$ cat src/ctt_pkg.sv
`timescale 1ns / 1ps
// ----------------------------------------------------------------------------
// ctt_pkg
// shared types, codes and sizes of the config text tokenizer
// ----------------------------------------------------------------------------
package ctt_pkg;

  localparam int OFFSET_BITS_DEF = 32;
  localparam int LINE_BITS_DEF   = 24;
  localparam int COLUMN_BITS_DEF = 16;

  // results one byte can cause, and depth of the result queue
  localparam int MAX_RES     = 4;
  localparam int QUEUE_DEPTH = 8;

  localparam logic [3:0] KIND_TEXT    = 4'd0;
  localparam logic [3:0] KIND_TERM    = 4'd1;
  localparam logic [3:0] KIND_LBRACE  = 4'd2;
  localparam logic [3:0] KIND_RBRACE  = 4'd3;
  localparam logic [3:0] KIND_LBRACK  = 4'd4;
  localparam logic [3:0] KIND_RBRACK  = 4'd5;
  localparam logic [3:0] KIND_EQUAL   = 4'd6;
  localparam logic [3:0] KIND_COMMA   = 4'd7;
  localparam logic [3:0] KIND_STR_END = 4'd8;
  localparam logic [3:0] KIND_NUMBER  = 4'd9;
  localparam logic [3:0] KIND_BOOL    = 4'd10;
  localparam logic [3:0] KIND_ID_END  = 4'd11;
  localparam logic [3:0] KIND_EOF     = 4'd12;
  localparam logic [3:0] KIND_ERROR   = 4'd13;

  localparam logic [2:0] ERR_NONE       = 3'd0;
  localparam logic [2:0] ERR_NO_DIGITS  = 3'd1;
  localparam logic [2:0] ERR_FLOAT      = 3'd2;
  localparam logic [2:0] ERR_OVERFLOW   = 3'd3;
  localparam logic [2:0] ERR_UNTERM     = 3'd4;
  localparam logic [2:0] ERR_BAD_ESCAPE = 3'd5;
  localparam logic [2:0] ERR_BAD_UTF8   = 3'd6;
  localparam logic [2:0] ERR_UNEXPECTED = 3'd7;

  localparam logic [2:0] NF_NEG   = 3'b001;
  localparam logic [2:0] NF_OVF   = 3'b010;
  localparam logic [2:0] NF_DIGIT = 3'b100;

  typedef enum logic [2:0] {
    MODE_BETWEEN, MODE_COMMENT, MODE_IDENT, MODE_NUMBER,
    MODE_STRING, MODE_ESCAPE, MODE_UTF8
  } mode_t;

  typedef struct packed {
    mode_t       mode;
    logic [63:0] magnitude;
    logic [2:0]  flags;
    logic [4:0]  kw;
    logic [2:0]  want;
    logic [2:0]  held;
  } lex_state_t;

  typedef struct packed {
    logic [3:0]  kind;
    logic [7:0]  text_byte;
    logic [63:0] number_value;
    logic [2:0]  error_code;
    logic [31:0] start_offset;
    logic [23:0] start_line;
    logic [15:0] start_column;
    logic [31:0] token_length;
    logic        last;
  } result_t;

endpackage

$ cat src/ctt_step.sv
`timescale 1ns / 1ps
// ----------------------------------------------------------------------------
// ctt_step
// lexer next state and the token events caused by one byte
// ----------------------------------------------------------------------------
module ctt_step #(
  parameter int OFFSET_BITS = ctt_pkg::OFFSET_BITS_DEF,
  parameter int LINE_BITS   = ctt_pkg::LINE_BITS_DEF,
  parameter int COLUMN_BITS = ctt_pkg::COLUMN_BITS_DEF
) (
  input  logic [7:0]             in_byte,
  input  logic                   at_end,
  input  ctt_pkg::lex_state_t    st,
  input  logic [OFFSET_BITS-1:0] bo,
  input  logic [LINE_BITS-1:0]   ln,
  input  logic [COLUMN_BITS-1:0] cl,
  input  logic [OFFSET_BITS-1:0] to,
  input  logic [LINE_BITS-1:0]   tl,
  input  logic [COLUMN_BITS-1:0] tc,
  input  logic [OFFSET_BITS-1:0] eo,
  input  logic [LINE_BITS-1:0]   el,
  input  logic [COLUMN_BITS-1:0] ec,
  input  logic [7:0]             sbuf [4],
  output ctt_pkg::lex_state_t    st_next,
  output logic [OFFSET_BITS-1:0] bo_next,
  output logic [LINE_BITS-1:0]   ln_next,
  output logic [COLUMN_BITS-1:0] cl_next,
  output logic [OFFSET_BITS-1:0] to_next,
  output logic [LINE_BITS-1:0]   tl_next,
  output logic [COLUMN_BITS-1:0] tc_next,
  output logic [OFFSET_BITS-1:0] eo_next,
  output logic [LINE_BITS-1:0]   el_next,
  output logic [COLUMN_BITS-1:0] ec_next,
  output logic [7:0]             sbuf_next [4],
  output logic [2:0]             nres,
  output ctt_pkg::result_t       res [4]
);
  import ctt_pkg::*;

  function automatic result_t mk(logic [3:0] k, logic [7:0] t, logic [63:0] v, logic [2:0] e,
                                 logic [OFFSET_BITS-1:0] o, logic [LINE_BITS-1:0] l,
                                 logic [COLUMN_BITS-1:0] c, logic [OFFSET_BITS-1:0] len);
    result_t     r;
    logic [63:0] wo;
    logic [63:0] wl;
    logic [31:0] wln;
    logic [31:0] wc;
    wo  = 64'(o);
    wl  = 64'(len);
    wln = 32'(l);
    wc  = 32'(c);
    r.kind         = k;
    r.text_byte    = t;
    r.number_value = v;
    r.error_code   = e;
    r.start_offset = wo[31:0];
    r.start_line   = wln[23:0];
    r.start_column = wc[15:0];
    r.token_length = wl[31:0];
    r.last         = 1'b0;
    return r;
  endfunction

  function automatic logic is_alpha(logic [7:0] b);
    return (b >= "a" && b <= "z") || (b >= "A" && b <= "Z") || b == "_";
  endfunction

  function automatic logic is_digit(logic [7:0] b);
    return b >= "0" && b <= "9";
  endfunction

  function automatic logic [2:0] seq_want(logic [7:0] b);
    if (b[7:5] == 3'b110) return 3'd2;
    if (b[7:4] == 4'b1110) return 3'd3;
    if (b[7:3] == 5'b11110) return 3'd4;
    return 3'd1;
  endfunction

  function automatic logic [4:0] kw_step(logic [4:0] t, logic [7:0] b);
    logic [7:0] w;
    case (t)
      5'd1: w = "r";
      5'd2: w = "u";
      5'd3: w = "e";
      5'd5: w = "a";
      5'd6: w = "l";
      5'd7: w = "s";
      5'd8: w = "e";
      default: w = 8'h00;
    endcase
    return (w != 8'h00 && b == w) ? t + 5'd1 : 5'd0;
  endfunction

  function automatic logic seq_ok(logic [7:0] b0, logic [7:0] b1, logic [7:0] b2,
                                  logic [7:0] b3, logic [2:0] w);
    logic c1;
    logic c2;
    logic c3;
    logic ok;
    c1 = b1 >= 8'h80 && b1 <= 8'hbf;
    c2 = b2 >= 8'h80 && b2 <= 8'hbf;
    c3 = b3 >= 8'h80 && b3 <= 8'hbf;
    case (w)
      3'd1: ok = b0 < 8'h80;
      3'd2: ok = c1 && b0 >= 8'hc2 && b0 <= 8'hdf;
      3'd3: begin
        if (b0 == 8'he0) ok = b1 >= 8'ha0;
        else if (b0 == 8'hed) ok = b1 <= 8'h9f;
        else ok = b0 >= 8'he1 && b0 <= 8'hef;
        ok = ok && c1 && c2;
      end
      3'd4: begin
        if (b0 == 8'hf0) ok = b1 >= 8'h90;
        else if (b0 == 8'hf4) ok = b1 <= 8'h8f;
        else ok = b0 >= 8'hf1 && b0 <= 8'hf3;
        ok = ok && c1 && c2 && c3;
      end
      default: ok = 1'b0;
    endcase
    return ok;
  endfunction

  // saturating position after the current byte
  logic [OFFSET_BITS-1:0] abo;
  logic [LINE_BITS-1:0]   aln;
  logic [COLUMN_BITS-1:0] acl;
  always_comb begin
    abo = (bo != '1) ? bo + 1'b1 : bo;
    if (in_byte == "\n") begin
      aln = (ln != '1) ? ln + 1'b1 : ln;
      acl = COLUMN_BITS'(1);
    end else begin
      aln = ln;
      acl = (cl != '1) ? cl + 1'b1 : cl;
    end
  end

  // digit accumulate on the held magnitude: overflow when 10*m + d exceeds the limit
  logic [67:0] acc;
  logic [63:0] limit;
  logic        acc_ovf;
  always_comb begin
    acc     = {st.magnitude, 3'b000} + {3'b000, st.magnitude, 1'b0} + 68'(in_byte - "0");
    limit   = st.flags[0] ? 64'h8000_0000_0000_0000 : 64'h7fff_ffff_ffff_ffff;
    acc_ovf = acc > {4'h0, limit};
  end

  // closing events of identifiers and numbers, seen from the held state
  result_t close_id;
  result_t close_num;
  logic    dot_next;
  always_comb begin
    dot_next = !at_end && in_byte == ".";
    if (st.kw == 5'd4)
      close_id = mk(KIND_BOOL, 8'h00, 64'd1, ERR_NONE, to, tl, tc, bo - to);
    else if (st.kw == 5'd9)
      close_id = mk(KIND_BOOL, 8'h00, 64'd0, ERR_NONE, to, tl, tc, bo - to);
    else
      close_id = mk(KIND_ID_END, 8'h00, 64'd0, ERR_NONE, to, tl, tc, bo - to);
    if ((st.flags & NF_DIGIT) == 3'b000)
      close_num = mk(KIND_ERROR, 8'h00, 64'd0, ERR_NO_DIGITS, to, tl, tc, bo - to);
    else if (dot_next)
      close_num = mk(KIND_ERROR, 8'h00, 64'd0, ERR_FLOAT, to, tl, tc, bo - to);
    else if ((st.flags & NF_OVF) != 3'b000)
      close_num = mk(KIND_ERROR, 8'h00, 64'd0, ERR_OVERFLOW, to, tl, tc, bo - to);
    else if (st.flags[0] && st.magnitude != 64'd0)
      close_num = mk(KIND_NUMBER, 8'h00, 64'd0 - st.magnitude, ERR_NONE, to, tl, tc, bo - to);
    else
      close_num = mk(KIND_NUMBER, 8'h00, st.magnitude, ERR_NONE, to, tl, tc, bo - to);
  end

  lex_state_t s;
  logic       go_between;
  logic       is_p;
  logic [3:0] pk;
  logic [7:0] dec;
  logic       fin;

  always_comb begin
    s          = st;
    bo_next    = bo;
    ln_next    = ln;
    cl_next    = cl;
    to_next    = to;
    tl_next    = tl;
    tc_next    = tc;
    eo_next    = eo;
    el_next    = el;
    ec_next    = ec;
    sbuf_next  = sbuf;
    nres       = 3'd0;
    res        = '{default: '0};
    go_between = 1'b0;
    is_p       = 1'b0;
    pk         = KIND_TERM;
    dec        = in_byte;
    fin        = 1'b0;
    if (at_end) begin
      case (st.mode)
        MODE_IDENT: begin
          res[0] = close_id;
          nres   = 3'd1;
          s.kw   = 5'd0;
        end
        MODE_NUMBER: begin
          res[0] = close_num;
          nres   = 3'd1;
        end
        MODE_STRING, MODE_ESCAPE, MODE_UTF8: begin
          res[0] = mk(KIND_ERROR, 8'h00, 64'd0, ERR_UNTERM, to, tl, tc, bo - to);
          nres   = 3'd1;
        end
        default: ;
      endcase
      s.mode = MODE_BETWEEN;
      s.want = 3'd0;
      s.held = 3'd0;
      res[nres[1:0]] = mk(KIND_EOF, 8'h00, 64'd0, ERR_NONE, bo, ln, cl, '0);
      nres = nres + 3'd1;
    end else begin
      case (st.mode)
        MODE_COMMENT: begin
          if (in_byte != "\n") begin
            bo_next = abo;
            ln_next = aln;
            cl_next = acl;
          end else begin
            go_between = 1'b1;
          end
        end
        MODE_IDENT: begin
          if (is_alpha(in_byte) || is_digit(in_byte) || in_byte == "-" || in_byte == ".") begin
            res[0]  = mk(KIND_TEXT, in_byte, 64'd0, ERR_NONE, to, tl, tc, '0);
            nres    = 3'd1;
            s.kw    = kw_step(st.kw, in_byte);
            bo_next = abo;
            ln_next = aln;
            cl_next = acl;
          end else begin
            res[0]     = close_id;
            nres       = 3'd1;
            s.kw       = 5'd0;
            go_between = 1'b1;
          end
        end
        MODE_NUMBER: begin
          if (is_digit(in_byte)) begin
            s.flags = st.flags | NF_DIGIT | (acc_ovf ? NF_OVF : 3'b000);
            if (!(st.flags[1] || acc_ovf)) s.magnitude = acc[63:0];
            bo_next = abo;
            ln_next = aln;
            cl_next = acl;
          end else begin
            res[0]     = close_num;
            nres       = 3'd1;
            go_between = 1'b1;
          end
        end
        MODE_STRING: begin
          bo_next = abo;
          ln_next = aln;
          cl_next = acl;
          if (in_byte == "\"") begin
            res[0] = mk(KIND_STR_END, 8'h00, 64'd0, ERR_NONE, to, tl, tc, abo - to);
            nres   = 3'd1;
            s.mode = MODE_BETWEEN;
          end else if (in_byte == "\\") begin
            eo_next = abo;
            el_next = aln;
            ec_next = acl;
            s.mode  = MODE_ESCAPE;
          end else begin
            sbuf_next[0] = in_byte;
            s.want       = seq_want(in_byte);
            s.held       = 3'd1;
            if (s.want == 3'd1) fin = 1'b1;
            else s.mode = MODE_UTF8;
          end
        end
        MODE_ESCAPE: begin
          bo_next = abo;
          ln_next = aln;
          cl_next = acl;
          if (in_byte == "\"" || in_byte == "\\" || in_byte == "n" || in_byte == "t") begin
            if (in_byte == "n") dec = "\n";
            else if (in_byte == "t") dec = "\t";
            res[0] = mk(KIND_TEXT, dec, 64'd0, ERR_NONE, to, tl, tc, '0);
            nres   = 3'd1;
            s.mode = MODE_STRING;
          end else begin
            res[0] = mk(KIND_ERROR, 8'h00, 64'd0, ERR_BAD_ESCAPE, eo, el, ec,
                        OFFSET_BITS'(1));
            nres   = 3'd1;
            s.mode = MODE_BETWEEN;
          end
        end
        MODE_UTF8: begin
          sbuf_next[st.held[1:0]] = in_byte;
          s.held  = st.held + 3'd1;
          bo_next = abo;
          ln_next = aln;
          cl_next = acl;
          if (s.held >= s.want) fin = 1'b1;
        end
        default: go_between = 1'b1;
      endcase

      // a complete utf-8 sequence goes out whole, or as one error
      if (fin) begin
        if (s.want >= 3'd1 && s.want <= 3'd4 &&
            seq_ok(sbuf_next[0], sbuf_next[1], sbuf_next[2], sbuf_next[3], s.want)) begin
          for (int i = 0; i < 4; i++) begin
            if (3'(i) < s.want)
              res[i] = mk(KIND_TEXT, sbuf_next[i], 64'd0, ERR_NONE, to, tl, tc, '0);
          end
          nres   = s.want;
          s.mode = MODE_STRING;
        end else begin
          res[0] = mk(KIND_ERROR, 8'h00, 64'd0, ERR_BAD_UTF8, to, tl, tc, abo - to);
          nres   = 3'd1;
          s.mode = MODE_BETWEEN;
        end
        s.want = 3'd0;
        s.held = 3'd0;
      end

      if (go_between) begin
        s.mode = MODE_BETWEEN;
        case (in_byte)
          " ", "\t", "\r": begin
            bo_next = abo;
            ln_next = aln;
            cl_next = acl;
          end
          "#": begin
            s.mode  = MODE_COMMENT;
            bo_next = abo;
            ln_next = aln;
            cl_next = acl;
          end
          "\n", ";": is_p = 1'b1;
          "{": begin is_p = 1'b1; pk = KIND_LBRACE; end
          "}": begin is_p = 1'b1; pk = KIND_RBRACE; end
          "[": begin is_p = 1'b1; pk = KIND_LBRACK; end
          "]": begin is_p = 1'b1; pk = KIND_RBRACK; end
          "=": begin is_p = 1'b1; pk = KIND_EQUAL; end
          ",": begin is_p = 1'b1; pk = KIND_COMMA; end
          "\"": begin
            to_next = bo;
            tl_next = ln;
            tc_next = cl;
            bo_next = abo;
            ln_next = aln;
            cl_next = acl;
            s.mode  = MODE_STRING;
          end
          default: begin
            to_next = bo;
            tl_next = ln;
            tc_next = cl;
            bo_next = abo;
            ln_next = aln;
            cl_next = acl;
            if (in_byte == "-" || is_digit(in_byte)) begin
              s.magnitude = 64'd0;
              s.flags     = 3'b000;
              if (in_byte == "-") begin
                s.flags = NF_NEG;
              end else begin
                s.magnitude = 64'(in_byte - "0");
                s.flags     = NF_DIGIT;
              end
              s.mode = MODE_NUMBER;
            end else if (is_alpha(in_byte)) begin
              s.kw = (in_byte == "t") ? 5'd1 : (in_byte == "f") ? 5'd5 : 5'd0;
              res[nres[1:0]] = mk(KIND_TEXT, in_byte, 64'd0, ERR_NONE, bo, ln, cl, '0);
              nres   = nres + 3'd1;
              s.mode = MODE_IDENT;
            end else begin
              res[nres[1:0]] = mk(KIND_ERROR, 8'h00, 64'd0, ERR_UNEXPECTED, bo, ln, cl,
                                  abo - bo);
              nres = nres + 3'd1;
            end
          end
        endcase
        if (is_p) begin
          to_next = bo;
          tl_next = ln;
          tc_next = cl;
          bo_next = abo;
          ln_next = aln;
          cl_next = acl;
          res[nres[1:0]] = mk(pk, 8'h00, 64'd0, ERR_NONE, bo, ln, cl, abo - bo);
          nres = nres + 3'd1;
        end
      end
    end
    if (nres != 3'd0) res[nres[1:0] - 2'd1].last = 1'b1;
    st_next = s;
  end

endmodule

$ cat config.mk
export PLATFORM = sky130hd
export DESIGN_NAME = ctt_step
export DESIGN_NICKNAME = d
export VERILOG_FILES = /design/src/ctt_pkg.sv /design/src/ctt_step.sv
export SDC_FILE = /design/constraint.sdc
export NUM_CORES = 2
export LEC_CHECK = 0
export BUFFER_PORTS_ARGS = -buffer_cell sky130_fd_sc_hd__buf_4
export CAP_MARGIN = 30
export CORE_AREA = 2 2 550 552
export DETAILED_ROUTE_END_ITERATION = 7
export DIE_AREA = 0 0 552 554
export MAX_ROUTING_LAYER = met4
export PLACE_DENSITY = 0.3
export SLEW_MARGIN = 10
export SYNTH_ARGS = -nofsm -noshare
export SYNTH_HDL_FRONTEND = slang
export SYNTH_SLANG_ARGS = --single-unit
$ cat constraint.sdc
create_clock -name vclk -period 12.9
set_input_delay 1.935 -clock vclk [all_inputs]
set_output_delay 1.935 -clock vclk [all_outputs]
set_load 0.01 [all_outputs]
# Yosys cells after proc, flatten, opt, wreduce, memory -nomap -nowiden
# Cells that the tools add are included.
dict set report totals {
  reg_bits 0
  latchBits 0
  mem_bits_rw 0
  mem_bits_ro 0
  out_inout_bits 1068
  word_cells 386
  memories 0
}
dict set report classes {
  add_sub_neg 17
  mul 0
  div_mod_pow 0
  magnitude_cmp 41
  n_eq_ne 52
  n_shift 0
  muxes 222
  bitwise_logic 6
  reduce_logical 48
}
# cell n
set op_table {}
lappend op_table {{$mux W736} 11}
lappend op_table {{$bwmux W736} 5}
lappend op_table {{$mux W184} 10}
lappend op_table {{$demux W184 S2} 4}
lappend op_table {{$pmux W184 S4} 1}
lappend op_table {{$mux W552} 1}
lappend op_table {{$pmux W184 S3} 1}
lappend op_table {{$mux W183} 3}
lappend op_table {{$mux W32} 17}
lappend op_table {{$mux W180} 3}
lappend op_table {{$mux W24} 19}
lappend op_table {{$mux W181} 2}
lappend op_table {{$mux W16} 17}
lappend op_table {{$mux W67} 4}
lappend op_table {{$mux W64} 3}
lappend op_table {{$mux W172} 1}
lappend op_table {{$pmux W32 S4} 1}
lappend op_table {{$mux W3} 33}
lappend op_table {{$pmux W24 S4} 1}
lappend op_table {{$sub A32 B32 Y32} 3}
lappend op_table {{$eq A8 B7 Y1 const B} 10}
lappend op_table {{$mux W75} 1}
lappend op_table {{$mux W72} 1}
lappend op_table {{$mux W8} 9}
lappend op_table {{75 further kinds} 225}

# Depth between registers and ports, before layout
dict set report depth {
  word_depth 59
  depth_mapped 31
}

# Worst setup path before layout
# No wires, ideal clock.
dict set report synth_path {
  path_kind {input-to-output}
  start {input port in_byte[4]}
  end {output port st_next[58] (netlist bit)}
  t_arrival_ps 10018
  setup_slack_ps 947
  stages 30
  n_path_buf 3
  path_cell_list {ha_1 clkbuf_1 or3_1 inv_1 fa_1 ha_1 and4_1 o2111a_1 o21ai_0 a2111oi_0 nor3_1 o21a_1 o21a_1 o21ai_0 a21boi_0 xnor2_1 ha_1 nand4_1 nor2_1 a2111oi_0 a21oi_1 a2111oi_0 o2111a_1 nor3_1 a31oi_1 nand3_1 nor3_1 clkbuf_1 clkbuf_1 a221o_1}
}
# item line_no
set synth_lines {}
lappend synth_lines {{start: declaration} ctt_step.sv:11} ;# input logic [7:0] in_byte,
lappend synth_lines {{end: declaration} ctt_step.sv:24} ;# output ctt_pkg::lex_state_t st_next,

==> results.toml <==
[yosys]
seq_area_frac_synth_pct = 0
synthTopCellsByArea = "ha_1 11%, nand2_1 8.7%, o21ai_0 6.4%"
ys_warn_count = 0
ys_types = 89
syn_area_um2 = 30000
syn_avg_cell_area_um2 = 6.35
syn_inst = 4717
yosys.area.top_type_share_pct = 10.6
yosysTopAreaCell = "ha_1"

[layout]
design.seq.count = 0
ff_latch_area_um2 = 0
drive_gt1_share_pct = 28.4
area.growth.synth_to_final_pct = 48.4
clockBufferCount = 0
nets = 6479

[global_route]
antenna_found_initial = 53
grt_start_max_net_pins = 91
grt_pass1_vias = 42000
gr-total-overflow = 0
grt_util_all_layers_pct = 20.7
grt_pass1_wl_mm = 421

[pwr]
ir_drop_mv = 0.0214
power.total_mw = 2.83
power.density_nw_per_um2 = 63.7
p_leak_nw = 19.3

[drt]
avgRoutedWirePerCell_um = 33.2
vias = 42900
first_iter_violations = 3611
viasPerCell = 4.38
drc = 0
antenna_left = 0
routed_wl_mm = 326
dr.pass1.iters = 6

[timing]
post-route-min-period_ns = 12.24
slew_headroom_pct = 30.3
fin_tns_setup_ns = 0
max_freq_mhz = 81.7
tightest_slew_ns = 1.04
rsz0062_at_grt = "no"
whs_ns = 4.18
final_hold_viol_count = 0
finalSetupViolations = 0
slew_viol_final = 0
period_share_pct = 94.9

[placement]
io_buffers = 1214
hpwl_mm = 276
gp_congestion = 0.916

[critical_path]
crit_buf_inv = 9
cp_slowest_cell = "or3_1"
crit_type = "input pin to output pin"
setup.worst_path.start_class = "input pin"
critPathMaxFanout = 40
crit_family = "compound AO/OA/AOI/OAI gates"
critical_path.endpoint_type = "output pin"
crit_top_cell = "buf_4"
critical-path-max-stage-delay_ns = 0.52
worstPathRequired_ns = 10.97
worstPathArrival_ns = 10.30

[hold_path]
hold_class = "input pin to output pin"

[clock_network]
hold_buffers = 0
cts_resized = 0
post_cts_buffers = 0

[floorplan]
die_area_um2 = 306000
fp.coreArea_um2 = 299000
initial_core_util_pct = 10.0
die_w_um = 552
fp-row-count = 201
die_h_um = 554
io_pins = 1406

[flow_run]
cap_violations = 0

[outcome]
outcome = "finished, final reports clean"
[synthesized netlist by cell type (59+ instances only)]
cell type  count
a21o_1        68
a21oi_1      351
a221o_1       66
a221oi_1      59
a22o_1        98
a22oi_1      129
buf_4        200
clkbuf_1     351
fa_1          66
ha_1         254
inv_1        131
mux2_2        78
nand2_1      697
nand3_1       96
nand4_1       68
nor2_1       486
nor3_1        72
o211ai_1      82
o21ai_0      385
xnor2_1      194
xor2_1       132
[path summary, 6_finish.rpt]
path                    from           to  slack [ns]  cells after the start
setup / recovery  in_byte[4]  st_next[66]        0.66                     31
hold / removal        eo[29]  eo_next[29]        4.18                      4
[kinds of logic after synthesis]
logic type | share of synthesized area (%)
fa+ha+maj | 15.0
other cells | 0.0125
simple gates | 25.1
mux | 3.53
xor+xnor | 9.53
buf+inv | 11.6
compound gates | 35.2
[metrics by stage]
step	setup WS [ns]	area, µm²	instances	utilization (%)
2_1_floorplan	0.947	30700	4908	-
3_3_place_gp	0.478	44300	9767	14.8
3_5_place_dp	0.522	44400	9777	14.8
4_1_cts	0.480	44400	9777	14.8
5_1_grt	0.322	44400	9793	14.8
6_report	0.662	44400	9805	14.9
[routing by layer]
| metal | track usage (%) | routed length, µm | part of all wire (%) | up-vias |
|---|---|---|---|---|
| met2 | 36.1 | 161000 | 50 | 1956 |
| li1 | - | - | - | 19000 |
| met3 | 3.53 | 21300 | 6.5 | 193 |
| met5 | - | 0 | 0 | - |
| met1 | 24.8 | 135000 | 41 | 21800 |
| met4 | 4.30 | 8600 | 2.6 | 0 |
[cells in the final DEF, fill, tap and decap left out, types with 130 or more instances in the layout]
master | synthesis | final
o21ai_0 | 385 | 382
xor2_1 | 132 | 132
buf_4 | 200 | 1470
conb_1 | 1 | 192
nor2_1 | 486 | 482
xnor2_1 | 194 | 192
ha_1 | 254 | 253
nand2_1 | 697 | 693
inv_1 | 131 | 130
a21oi_1 | 351 | 347
[layout make-up]
cell class,instances,area [µm²]
Antenna cell,28,70.1
Fill cell,35000,255000
Inverter,132,498
Multi-Input combinational cell,4193,27500
Tap cell,3958,4950
Timing Repair Buffer,1494,11400
[power breakdown]
group	switching [mW]	leakage, nW	internal [mW]	total (mW)
logic	1.84	19.3	0.989	2.83
clock network	0	0.000167	0.000000127	0.000000127
registers	0	0	0	0
total	1.84	19.3	0.989	2.83
Power figures use the tool's default switching activity.
